`config.mk`:
```
export PLATFORM = sky130hd
export DESIGN_NAME = sge_ctrl
export DESIGN_NICKNAME = d
export VERILOG_FILES = /design/src/sge_pkg.sv /design/src/sge_ctrl.sv
export SDC_FILE = /design/constraint.sdc
export NUM_CORES = 1
export LEC_CHECK = 0
export ABC_CLOCK_PERIOD_IN_PS = 2800
export BUFFER_PORTS_ARGS = -buffer_cell sky130_fd_sc_hd__buf_2
export CAP_MARGIN = 5
export CORE_ASPECT_RATIO = 0.9
export CORE_MARGIN = 2
export CORE_UTILIZATION = 45
export CTS_CLUSTER_SIZE = 40
export DETAILED_ROUTE_END_ITERATION = 6
export PLACE_DENSITY = 0.78
export SYNTH_ARGS = -nofsm -noshare
export SYNTH_HDL_FRONTEND = slang
export SYNTH_SLANG_ARGS = --single-unit
```
`constraint.sdc`:
```
create_clock -name clk -period 2.8 [get_ports clk]
set_clock_uncertainty 0.2 [all_clocks]
set_input_delay 0.56 -clock clk [delete_from_list [all_inputs] [get_ports clk]]
set_output_delay 0.56 -clock clk [all_outputs]
set_load 0.005 [all_outputs]
```
`src/sge_pkg.sv`:
```
// Shared types and constants for the state-vector gate engine.
// Used by sge_ctrl, sge_dp and statevector_gate_engine_top; no dependencies.
package sge_pkg;

    localparam int QB_W  = 4;   // qubit index field width
    localparam int CNT_W = 4;   // qubit count register width
    localparam int OP_W  = 4;   // operation code width
    localparam int Z_W   = 32;  // expectation output width

    // Operation codes
    localparam logic [OP_W-1:0] OP_WRITE   = 4'd0;
    localparam logic [OP_W-1:0] OP_READ    = 4'd1;
    localparam logic [OP_W-1:0] OP_BASIS   = 4'd2;
    localparam logic [OP_W-1:0] OP_GATE1Q  = 4'd3;
    localparam logic [OP_W-1:0] OP_CNOT    = 4'd4;
    localparam logic [OP_W-1:0] OP_CZ      = 4'd5;
    localparam logic [OP_W-1:0] OP_SWAP    = 4'd6;
    localparam logic [OP_W-1:0] OP_TOFFOLI = 4'd7;
    localparam logic [OP_W-1:0] OP_CY      = 4'd8;
    localparam logic [OP_W-1:0] OP_CPHASE  = 4'd9;
    localparam logic [OP_W-1:0] OP_CSWAP   = 4'd10;
    localparam logic [OP_W-1:0] OP_EXPZ    = 4'd11;

    typedef enum logic [3:0] {
        S_IDLE,
        S_DECODE,
        S_CLEAR,
        S_SETONE,
        S_RDWAIT,
        S_SCAN,
        S_RDJ,
        S_LDJ,
        S_MUL,
        S_SUM,
        S_RES,
        S_FINISH
    } state_t;

    // Controller to datapath commands
    typedef struct packed {
        logic in_load;
        logic cnt_clr;
        logic cnt_inc;
        logic rd_i;
        logic rd_j;
        logic rd_idx;
        logic ld_x0;
        logic ld_x1;
        logic mul_en;
        logic sum_en;
        logic k_hi;
        logic wr_res;
        logic wr_zero;
        logic wr_one;
        logic wr_amp;
        logic acc_clr;
        logic acc_en;
        logic out_load;
    } cmd_t;

    // Datapath to controller status
    typedef struct packed {
        logic [OP_W-1:0] op;
        logic            bad;
        logic            sel;
        logic            scan_end;
        logic            clr_end;
    } stat_t;

    // Operations that rewrite a pair of amplitudes
    function automatic logic is_pair(input logic [OP_W-1:0] op);
        logic r;
        r = (op == OP_GATE1Q) || (op == OP_CNOT) || (op == OP_SWAP) ||
            (op == OP_TOFFOLI) || (op == OP_CY) || (op == OP_CSWAP);
        return r;
    endfunction

    // Operations that sweep the state vector
    function automatic logic is_sweep(input logic [OP_W-1:0] op);
        logic r;
        r = is_pair(op) || (op == OP_CZ) || (op == OP_CPHASE) || (op == OP_EXPZ);
        return r;
    endfunction

endpackage

```
`src/sge_ctrl.sv`:
```
// Controller state machine of the state-vector gate engine.
// Depends on sge_pkg; drives sge_dp through cmd_t and watches stat_t.
module sge_ctrl (
    input  logic           clk,
    input  logic           rst_n,
    input  logic           in_valid,
    output logic           in_ready,
    output logic           out_valid,
    input  logic           out_ready,
    input  sge_pkg::stat_t stat,
    output sge_pkg::cmd_t  cmd
);
    import sge_pkg::*;

    state_t state_reg, state_next;
    logic   k_reg, k_next;
    logic   out_valid_reg, out_valid_next;
    logic   out_free;

    assign out_free = !out_valid_reg || out_ready;

    // State, half select and output valid registers
    always_ff @(posedge clk or negedge rst_n)
    begin
        if (!rst_n)
        begin
            state_reg     <= S_IDLE;
            k_reg         <= 1'b0;
            out_valid_reg <= 1'b0;
        end
        else
        begin
            state_reg     <= state_next;
            k_reg         <= k_next;
            out_valid_reg <= out_valid_next;
        end
    end

    // Next state
    always_comb
    begin
        state_next = state_reg;
        k_next     = k_reg;
        case (state_reg)
            S_IDLE:
            begin
                if (in_valid)
                    state_next = S_DECODE;
            end
            S_DECODE:
            begin
                if (stat.bad)
                    state_next = S_FINISH;
                else if (stat.op == OP_READ)
                    state_next = S_RDWAIT;
                else if (stat.op == OP_BASIS)
                    state_next = S_CLEAR;
                else if (is_sweep(stat.op))
                    state_next = S_SCAN;
                else
                    state_next = S_FINISH;
            end
            S_CLEAR:
            begin
                if (stat.clr_end)
                    state_next = S_SETONE;
            end
            S_SETONE: state_next = S_FINISH;
            S_RDWAIT: state_next = S_FINISH;
            S_SCAN:
            begin
                if (stat.scan_end)
                    state_next = S_FINISH;
                else if (stat.sel)
                    state_next = S_RDJ;
            end
            S_RDJ: state_next = S_LDJ;
            S_LDJ:
            begin
                k_next     = 1'b0;
                state_next = S_MUL;
            end
            S_MUL: state_next = S_SUM;
            S_SUM: state_next = S_RES;
            S_RES:
            begin
                if (!k_reg && is_pair(stat.op))
                begin
                    k_next     = 1'b1;
                    state_next = S_MUL;
                end
                else
                begin
                    k_next     = 1'b0;
                    state_next = S_SCAN;
                end
            end
            S_FINISH:
            begin
                if (out_free)
                    state_next = S_IDLE;
            end
            default: state_next = S_IDLE;
        endcase
    end

    // Hold the result until the receiver takes it
    always_comb
    begin
        if (state_reg == S_FINISH && out_free)
            out_valid_next = 1'b1;
        else if (out_ready)
            out_valid_next = 1'b0;
        else
            out_valid_next = out_valid_reg;
    end

    // Commands
    always_comb
    begin
        cmd      = '0;
        in_ready = 1'b0;
        case (state_reg)
            S_IDLE:
            begin
                in_ready    = 1'b1;
                cmd.in_load = in_valid;
            end
            S_DECODE:
            begin
                if (!stat.bad)
                begin
                    if (stat.op == OP_WRITE)
                        cmd.wr_amp = 1'b1;
                    else if (stat.op == OP_READ)
                        cmd.rd_idx = 1'b1;
                    else if (stat.op == OP_BASIS)
                        cmd.cnt_clr = 1'b1;
                    else if (is_sweep(stat.op))
                    begin
                        cmd.cnt_clr = 1'b1;
                        cmd.acc_clr = 1'b1;
                    end
                end
            end
            S_CLEAR:
            begin
                cmd.wr_zero = 1'b1;
                cmd.cnt_inc = 1'b1;
            end
            S_SETONE: cmd.wr_one = 1'b1;
            S_SCAN:
            begin
                if (!stat.scan_end)
                begin
                    if (stat.sel)
                        cmd.rd_i = 1'b1;
                    else
                        cmd.cnt_inc = 1'b1;
                end
            end
            S_RDJ:
            begin
                cmd.rd_j  = 1'b1;
                cmd.ld_x0 = 1'b1;
            end
            S_LDJ: cmd.ld_x1 = 1'b1;
            S_MUL:
            begin
                cmd.mul_en = 1'b1;
                cmd.k_hi   = k_reg;
            end
            S_SUM: cmd.sum_en = 1'b1;
            S_RES:
            begin
                cmd.k_hi = k_reg;
                if (stat.op == OP_EXPZ)
                    cmd.acc_en = 1'b1;
                else
                    cmd.wr_res = 1'b1;
                if (!(!k_reg && is_pair(stat.op)))
                    cmd.cnt_inc = 1'b1;
            end
            S_FINISH: cmd.out_load = out_free;
            default: cmd = '0;
        endcase
    end

    assign out_valid = out_valid_reg;

endmodule

```
## Yosys cells after proc, flatten, opt, wreduce, memory -nomap -nowiden

Cells that the tools add are included.

| storage, ports and cells | value |
|---|---|
| bits in registers | 6 |
| latch bits | 0 |
| memory bits (read-only) | 0 |
| memory bits (writable) | 0 |
| bits of input ports | 12 |
| output and inout bits | 20 |
| memories | 0 |

| operators by class | value |
|---|---|
| shifts and indexed selects | 0 |
| eq/ne operators | 26 |
| order comparisons | 0 |
| multiply operators | 0 |
| $add $sub $neg | 0 |
| div/mod/pow operators | 0 |
| reductions and logical operators | 20 |
| muxes and demuxes | 51 |
| bitwise gates (word level) | 0 |

Operators by type and width:

| cell | number |
|---|---|
| $pmux W4 S11 | 1 |
| $mux W4 | 10 |
| $mux W1 | 35 |
| $eq A4 B3 Y1 const B | 8 |
| $eq A4 B4 Y1 const B | 8 |
| $eq A4 B2 Y1 const B | 4 |
| $logic_or A1 B1 Y1 | 9 |
| $eq A4 B1 Y1 const B | 2 |
| $logic_not A4 Y1 | 2 |
| $mux W2 | 3 |
| $ne A2 B2 Y1 const B | 3 |
| $reduce_and A4 Y1 | 1 |
| $reduce_bool A2 Y1 | 2 |
| $reduce_or A2 Y1 | 2 |
| $ne A3 B3 Y1 const B | 1 |
| $pmux W1 S3 | 1 |
| $logic_and A1 B1 Y1 | 2 |
| $logic_not A1 Y1 | 2 |
| $pmux W1 S2 | 1 |

## Depth between registers and ports, before layout

Gate-level depths: netlist of the first run.

| logic depth | value |
|---|---|
| depth after elaboration | 15 |
| gate-level depth with buffers | 5 |
| mapped depth without buffers | 4 |

## Worst setup path after synthesis of the first run

No wires, ideal clock.

| timing | value |
|---|---|
| path type | input to output |
| from | input stat[4] (netlist bit) |
| to | output cmd[15] (netlist bit) |
| stages | 4 |
| data arrival time | 1.309 ns |
| data required time | 2.040 ns |
| path slack | 0.731 ns |
| cell sequence | clkbuf_1 > and4bb_2 > a211o_1 > nand2_1 |

RTL lines:

| item | RTL line | text |
|---|---|---|
| start: declaration | sge_ctrl.sv:10 | `input sge_pkg::stat_t stat,` |
| end: declaration | sge_ctrl.sv:11 | `output sge_pkg::cmd_t cmd` |

==> flow_metrics.env, run 1 <==
export IMPL_synth_warnings=0
export IMPL_clk_insertion_delay_late_ps=240
export IMPL_finish_net_count=137
export IMPL_pin_count_of_the_biggest_net_entering_global_routing=16
export IMPL_tritoncts_clock_tree="done"
export IMPL_drt_pass1_iter_count=4
export IMPL_tightest_slew_ps=505
export IMPL_timing_max_slew_rel_slack=0.660
export IMPL_track_usage=0.222
export IMPL_cp_data_arrival_time_ps=1780
export IMPL_synthesis_area_um2=678
export IMPL_postSynth_topFlopCell="sky130_fd_sc_hd__dfrtp_1"
export IMPL_grt_remaining_overflow=0
export IMPL_resized_after_cts=0
export IMPL_effective_utilization_at_floorplan=0.474
export IMPL_synth_edff_count=0
export IMPL_setup_viol_count_final=0
export IMPL_yosysTopAreaCellShare=0.221
export IMPL_layout_worst_path_cycle_share=0.907
export IMPL_dr_total_vias=805
export IMPL_p_int_mw=0.396
export IMPL_synth_yosys_seq_area_share=0.221
export IMPL_power_combinational_fraction=0.645
export IMPL_postRouteWirelength_mm=1.84
export IMPL_power_density_nw_per_um2=868
export IMPL_largest_register_ffs=4
export IMPL_endpoint_kind="output pin"
export IMPL_netlist_instances=94
export IMPL_postSynthAreaPerCell_um2=7.21
export IMPL_postCtsSetupBuffers=0
export IMPL_max_freq_mhz=394
export IMPL_ff2ff_path_depth=4
export IMPL_grt_util_met2=0.382
export IMPL_stdcell_count=138
export IMPL_global_route_peak_usage_layer="met2"
export IMPL_relative_area_change_from_synthesis_to_final_layout_pct=25.6
export IMPL_route_detailed_drc=0
export IMPL_power_share_clock=0.102
export IMPL_post_route_cells_drive_above_1_share=0.333
export IMPL_grt_setup_unrepaired="false"
export IMPL_ys_types=35
export IMPL_hold_path_cell_count=2
export IMPL_place_port_buffers=31
export IMPL_core_region_area_um2=1430
export IMPL_hp_class="reg2reg"
export IMPL_post_synth_main_area_contributors="sky130_fd_sc_hd__dfrtp_1, sky130_fd_sc_hd__nand2b_1, sky130_fd_sc_hd__nor2_1, sky130_fd_sc_hd__nor3_1, sky130_fd_sc_hd__nand2_1"
export IMPL_fp_row_count=13
export IMPL_antenna_found_initial=0
export IMPL_antenna_cells_inserted=0
export IMPL_yosys_register_bits=6
export IMPL_wl_per_cell_um=13.3
export IMPL_timing_max_transition_violations_final=0
export IMPL_grt_use_met1=0.272
export IMPL_power_static_leakage_nw=0.430
export IMPL_via_count_of_the_first_global_routing_pass=682
export IMPL_cts_htree_levels=1
export IMPL_criticalPathCategory="reg2out"
export IMPL_synth_area_leader_cell="sky130_fd_sc_hd__dfrtp_1"
export IMPL_cts_buffers_inserted=3
export IMPL_period_needed_ps=2540
export IMPL_final_hold_viol_count=0
export IMPL_async_flop_share=1.00
export IMPL_synth_nets=106
export IMPL_final_antenna_net_count=0
export IMPL_netSwitchingPower_mw=0.344
export IMPL_seqPwrFrac=0.253
export IMPL_crit_path_start_kind="flop"
export IMPL_die_w_um=44.9
export IMPL_placed_cells_incl_taps=134
export IMPL_crit_fanout=15
export IMPL_grt_first_pass_wirelength_mm=2.88
export IMPL_maxCapViolations=0
export IMPL_clkSinkCount=6
export IMPL_grtUsageMet3=0.0396
export IMPL_io_pins=32
export IMPL_path_clk_slew_ps=50
export IMPL_place_hpwl_mm=1.45
export IMPL_clock_root_buffer="sky130_fd_sc_hd__clkbuf_4"
export IMPL_max_vdd_ir_drop_v=0.000745
export IMPL_run_status="finished, final reports clean"
export IMPL_filler_cell_count=133
export IMPL_switching_share=0.465
export IMPL_tns_ps=0
export IMPL_gp_congestion=0.914
export IMPL_worst_ep_required_time_ps=2040
export IMPL_die_y_um=40.8
export IMPL_avgViaCountPerCell=5.83
export IMPL_drt_iter0_drc=21
export IMPL_floorplan_die_area_um2=1830
export IMPL_layout_core_utilization=0.595
export IMPL_cts_buffer_depth=2
export IMPL_post_cts_hold_buffer_count=1
export IMPL_finalPower_mw=0.740
power by group through the flow:
stage	combinational, mW	sequential, mW	clock (mW)
CTS	0.476	0.185	0.0784
detailed placement	0.472	0.186	0
global placement	0.466	0.182	0
floorplan	0.350	0.158	0
global route	0.529	0.194	0.0874
finish	0.477	0.187	0.0756
cell usage in the layout (no fill, tap or decap), types with 2 or more instances in the layout:
cell type and n:
sky130_fd_sc_hd__buf_2 31, sky130_fd_sc_hd__nor2_1 14, sky130_fd_sc_hd__nand2b_1 9, sky130_fd_sc_hd__nor3_1 7
sky130_fd_sc_hd__nand2_1 7, sky130_fd_sc_hd__dfrtp_1 6, sky130_fd_sc_hd__a21oi_1 5, sky130_fd_sc_hd__nor4_1 4
sky130_fd_sc_hd__inv_1 3, sky130_fd_sc_hd__o211ai_1 3, sky130_fd_sc_hd__clkbuf_4 3, sky130_fd_sc_hd__a211o_1 2
sky130_fd_sc_hd__nor2b_1 2, sky130_fd_sc_hd__or2_2 2, sky130_fd_sc_hd__and2_1 2, sky130_fd_sc_hd__nor3b_1 2
sky130_fd_sc_hd__o21ai_0 2, sky130_fd_sc_hd__buf_4 2
worst paths after layout:
check	startpoint	endpoint	slack [ps]
worst min register to register	out_valid	out_valid	340
worst min-delay path	out_valid	out_valid	340
worst max-delay path	state_reg[2]	cmd[15]	260
min in group asynchronous	rst_n	out_valid	500
max in group asynchronous	rst_n	k_reg	1750
worst max register to register	state_reg[0]	state_reg[0]	950
cell usage after synthesis, types with 3 or more instances:
| master | n |
|---|---|
| sky130_fd_sc_hd__clkbuf_1 | 3 |
| sky130_fd_sc_hd__inv_1 | 3 |
| sky130_fd_sc_hd__a21oi_1 | 5 |
| sky130_fd_sc_hd__nor4_1 | 4 |
| sky130_fd_sc_hd__dfrtp_1 | 6 |
| sky130_fd_sc_hd__nor2_1 | 14 |
| sky130_fd_sc_hd__nand2b_1 | 9 |
| sky130_fd_sc_hd__nand2_1 | 7 |
| sky130_fd_sc_hd__nor3_1 | 7 |
| sky130_fd_sc_hd__o211ai_1 | 3 |
metrics by stage:
| stage | setup slack [ps] | area [um^2] | hold slack, ps |
|---|---|---|---|
| after floorplan | 731 | 678 | 64.4 |
| after global routing | 37.6 | 852 | 395 |
| after detailed placement | 569 | 820 | 185 |
| after global placement | 590 | 820 | 183 |
| after CTS | 298 | 852 | 335 |
| final | 260 | 852 | 341 |
cell type report:
cell class,count,area (um^2),area share
inverter,3,11.3,0.0132
timing repair buffer,34,180,0.211
clock buffer,3,22.5,0.0264
tap,15,18.8,0.0220
sequential,6,150,0.176
multi-input combinational,77,469,0.551
critical path: stages (launching register included):
cell                       delay [ps]
sky130_fd_sc_hd__dfrtp_1          570
sky130_fd_sc_hd__nand2b_1         210
sky130_fd_sc_hd__nor4_1           480
sky130_fd_sc_hd__nor2_1            90
sky130_fd_sc_hd__nand2_1           80
sky130_fd_sc_hd__buf_2            100
kinds of logic after synthesis:
family	after synthesis	share of synthesized area
xor gates and xnor gates	2	0.0258
AOI/OAI and AO/OA	21	0.233
DFF	6	0.221
buffers and inverters	11	0.0867
and+or+nand+nor	54	0.434
routing by layer:
| metal | vias up | part of all wire | routed length (um) |
|---|---|---|---|
| met3 | 0 | 0.069 | 126 |
| met5 | - | 0 | 0 |
| met1 | 371 | 0.45 | 825 |
| met4 | 0 | 0 | 0 |
| met2 | 38 | 0.48 | 887 |
| li1 | 396 | - | - |
No activity file was read; power rests on OpenSTA's default activity.
==> inputs of run 2 (changes only) <==
- ABC_AREA: not set -> 1
- ABC_CLOCK_PERIOD_IN_PS: 2800 -> 2600
- clock period: 2.8 -> 2.6 ns (I/O delays scaled with it)
==> flow_metrics.env, run 2 <==
export IMPL_synth_yosys_seq_area_share=0.223
export IMPL_place_port_buffers=31
export IMPL_cp_data_arrival_time_ps=1500
export IMPL_dr_total_vias=845
export IMPL_power_combinational_fraction=0.639
export IMPL_tns_ps=0
export IMPL_relative_area_change_from_synthesis_to_final_layout_pct=28.4
export IMPL_yosysTopAreaCellShare=0.223
export IMPL_crit_path_start="state_reg[0]"
export IMPL_whs_ps=279
export IMPL_route_detailed_drc=0
export IMPL_placed_cells_incl_taps=165
export IMPL_crit_fanout=6
export IMPL_die_w_um=44.8
export IMPL_synth_area_leader_cell="sky130_fd_sc_hd__dfrtp_1"
export IMPL_tritoncts_clock_tree="done"
export IMPL_cp_cell_sequence="inv_2 > nand2_2 > nor2_1 > inv_1 > nor4_1 > buf_2"
export IMPL_worst_ep_required_time_ps=1880
export IMPL_crit_path_start_kind="flop"
export IMPL_timing_critical_path_slowest_stage_cell="sky130_fd_sc_hd__dfrtp_1"
export IMPL_io_pins=32
export IMPL_setup_viol_count_final=0
export IMPL_cts_htree_levels=1
export IMPL_period_needed_ps=2220
export IMPL_final_hold_viol_count=0
export IMPL_detailed_place_area_um2=833
export IMPL_post_route_cells_drive_above_1_share=0.331
export IMPL_floorplan_die_area_um2=1820
export IMPL_clk_insertion_delay_late_ps=240
export IMPL_path_clk_slew_ps=50
export IMPL_maxCapViolations=0
export IMPL_max_vdd_ir_drop_v=0.000514
export IMPL_timing_max_slew_rel_slack=0.837
export IMPL_run_status="finished, final reports clean"
export IMPL_grt_first_pass_wirelength_mm=2.64
export IMPL_drt_iter0_drc=17
export IMPL_final_antenna_net_count=0
export IMPL_synth_edff_count=0
export IMPL_cts_buffers_inserted=3
export IMPL_fp_row_count=13
export IMPL_layout_worst_path_cycle_share=0.854
export IMPL_place_hpwl_mm=1.42
export IMPL_async_flop_share=1.00
export IMPL_slowest_delay_ps=450
export IMPL_resized_after_cts=0
export IMPL_grt_setup_unrepaired="false"
export IMPL_clkSinkCount=6
export IMPL_timing_max_transition_violations_final=0
export IMPL_antenna_found_initial=0
export IMPL_cell_with_the_most_instances_after_synthesis="sky130_fd_sc_hd__nand2_1"
export IMPL_clock_root_buffer="sky130_fd_sc_hd__clkbuf_4"
export IMPL_synth_top_cells_by_count="sky130_fd_sc_hd__nand2_1, sky130_fd_sc_hd__inv_1, sky130_fd_sc_hd__nor2_1"
export IMPL_switching_share=0.507
export IMPL_yosys_register_bits=6
export IMPL_netSwitchingPower_mw=0.385
export IMPL_stdcell_count=169
export IMPL_post_synth_main_area_contributors="sky130_fd_sc_hd__dfrtp_1, sky130_fd_sc_hd__nand2_1, sky130_fd_sc_hd__inv_1, sky130_fd_sc_hd__nor2_1, sky130_fd_sc_hd__nand3_1"
export IMPL_synthesis_area_um2=674
export IMPL_postSynth_topFlopCell="sky130_fd_sc_hd__dfrtp_1"
export IMPL_drt_pass1_iter_count=5
export IMPL_power_static_leakage_nw=0.565
export IMPL_final_non_filler_cell_area_um2=866
export IMPL_criticalPathCategory="reg2out"
export IMPL_avgViaCountPerCell=5.00
export IMPL_final_common_cell="sky130_fd_sc_hd__buf_2"
export IMPL_grt_remaining_overflow=0
export IMPL_hp_class="in2reg"
export IMPL_finish_net_count=168
export IMPL_postSynthAreaPerCell_um2=5.57
export IMPL_core_region_area_um2=1430
export IMPL_effective_utilization_at_floorplan=0.471
export IMPL_antenna_cells_inserted=0
export IMPL_final_cell_mix="sky130_fd_sc_hd__buf_2, sky130_fd_sc_hd__nand2_1, sky130_fd_sc_hd__inv_1, sky130_fd_sc_hd__nor2_1, sky130_fd_sc_hd__nand3_1"
export IMPL_gp_congestion=0.839
export IMPL_tightest_slew_ps=243
export IMPL_p_int_mw=0.375
export IMPL_cts_buffer_depth=2
export IMPL_track_usage=0.202
export IMPL_hold_path_startpoint="out_ready"
export IMPL_endpoint_kind="output pin"
export IMPL_wl_per_cell_um=9.89
export IMPL_timing_critical_path_buf_inv=3
export IMPL_pin_count_of_the_biggest_net_entering_global_routing=7
export IMPL_ys_types=20
export IMPL_power_share_clock=0.111
export IMPL_synth_warnings=0
export IMPL_postRouteWirelength_mm=1.67
export IMPL_filler_cell_count=155
export IMPL_largest_register_ffs=4
export IMPL_power_density_nw_per_um2=878
export IMPL_netlist_instances=121
export IMPL_path_delay_family="simple AND/OR/NAND/NOR gates"
export IMPL_r2r_start="state_reg[0]"
export IMPL_via_count_of_the_first_global_routing_pass=667
export IMPL_max_freq_mhz=450
export IMPL_seqPwrFrac=0.250
export IMPL_die_y_um=40.7
export IMPL_synth_nets=133
[run 2: cell types whose count changed in the layout (fill, tap and decap cells not counted), sizes merged, moves of 3 or more]
cell    change
a21oi       -5
inv        +25
nand2      +29
nand2b      -9
nand3       +9
nor2       +10
nor3        -4
nor4        -3
o211ai      -3
o21ai       +3
[run 2: path summary, 6_finish.rpt]
check	end	slack, ps	cells past startpoint
worst max-delay path	cmd[1]	380	6
worst min-delay path	out_valid	280	2
worst max register to register	state_reg[1]	1030	6
worst min register to register	out_valid	370	2
max in group asynchronous	state_reg[1]	1620	2
min in group asynchronous	out_valid	440	2
[run 2: metal layers]
| metal | share of wire | track usage | wire [um] |
|---|---|---|---|
| met5 | 0 | 0 | 0 |
| met4 | 0.0042 | 0.0368 | 7 |
| met3 | 0.069 | 0.0617 | 116 |
| met2 | 0.48 | 0.373 | 809 |
| met1 | 0.44 | 0.238 | 738 |
[run 2: stage by stage]
stage | util | power (mW) | setup slack, ps
after global routing | 0.605 | 0.850 | 218
after detailed placement | 0.582 | 0.674 | 594
after floorplan | - | 0.529 | 848
final | 0.605 | 0.761 | 380
after CTS | 0.605 | 0.763 | 372
after global placement | 0.582 | 0.660 | 634
[run 2: cell families (layout without fill, tap and decap cells)]
family          count (synthesis)  count (layout)  synth area share
compound gates                  9               9            0.0798
simple gates                   76              76             0.519
flops                           6               6             0.223
buf+inv                        30              63             0.178
[run 2: timing repair]
| action | 4_1_cts | 5_1_grt |
|---|---|---|
| hold endpoints to repair | 6 | 0 |
| endpoints found under the setup margin | 0 | 0 |
| setup buffers | 0 | 0 |
| hold buffers | 1 | 0 |
[run 2: final cells by class]
cell class / instances / area (um^2) / share of cell area
Multi-Input combinational cell: 85 / 404 / 0.467
Timing Repair Buffer: 32 / 165 / 0.191
Sequential cell: 6 / 150 / 0.173
Inverter: 28 / 105 / 0.121
Clock buffer: 3 / 22.5 / 0.0260
Tap cell: 15 / 18.8 / 0.0217
[run 2: power groups by stage]
| stage | registers [mW] | clock network [mW] | logic [mW] |
|---|---|---|---|
| 3_3_place_gp | 0.190 | 0 | 0.470 |
| 3_5_place_dp | 0.191 | 0 | 0.483 |
| 4_1_cts | 0.190 | 0.0877 | 0.485 |
| 2_1_floorplan | 0.183 | 0 | 0.346 |
| 6_report | 0.190 | 0.0845 | 0.486 |
| 5_1_grt | 0.196 | 0.0982 | 0.556 |
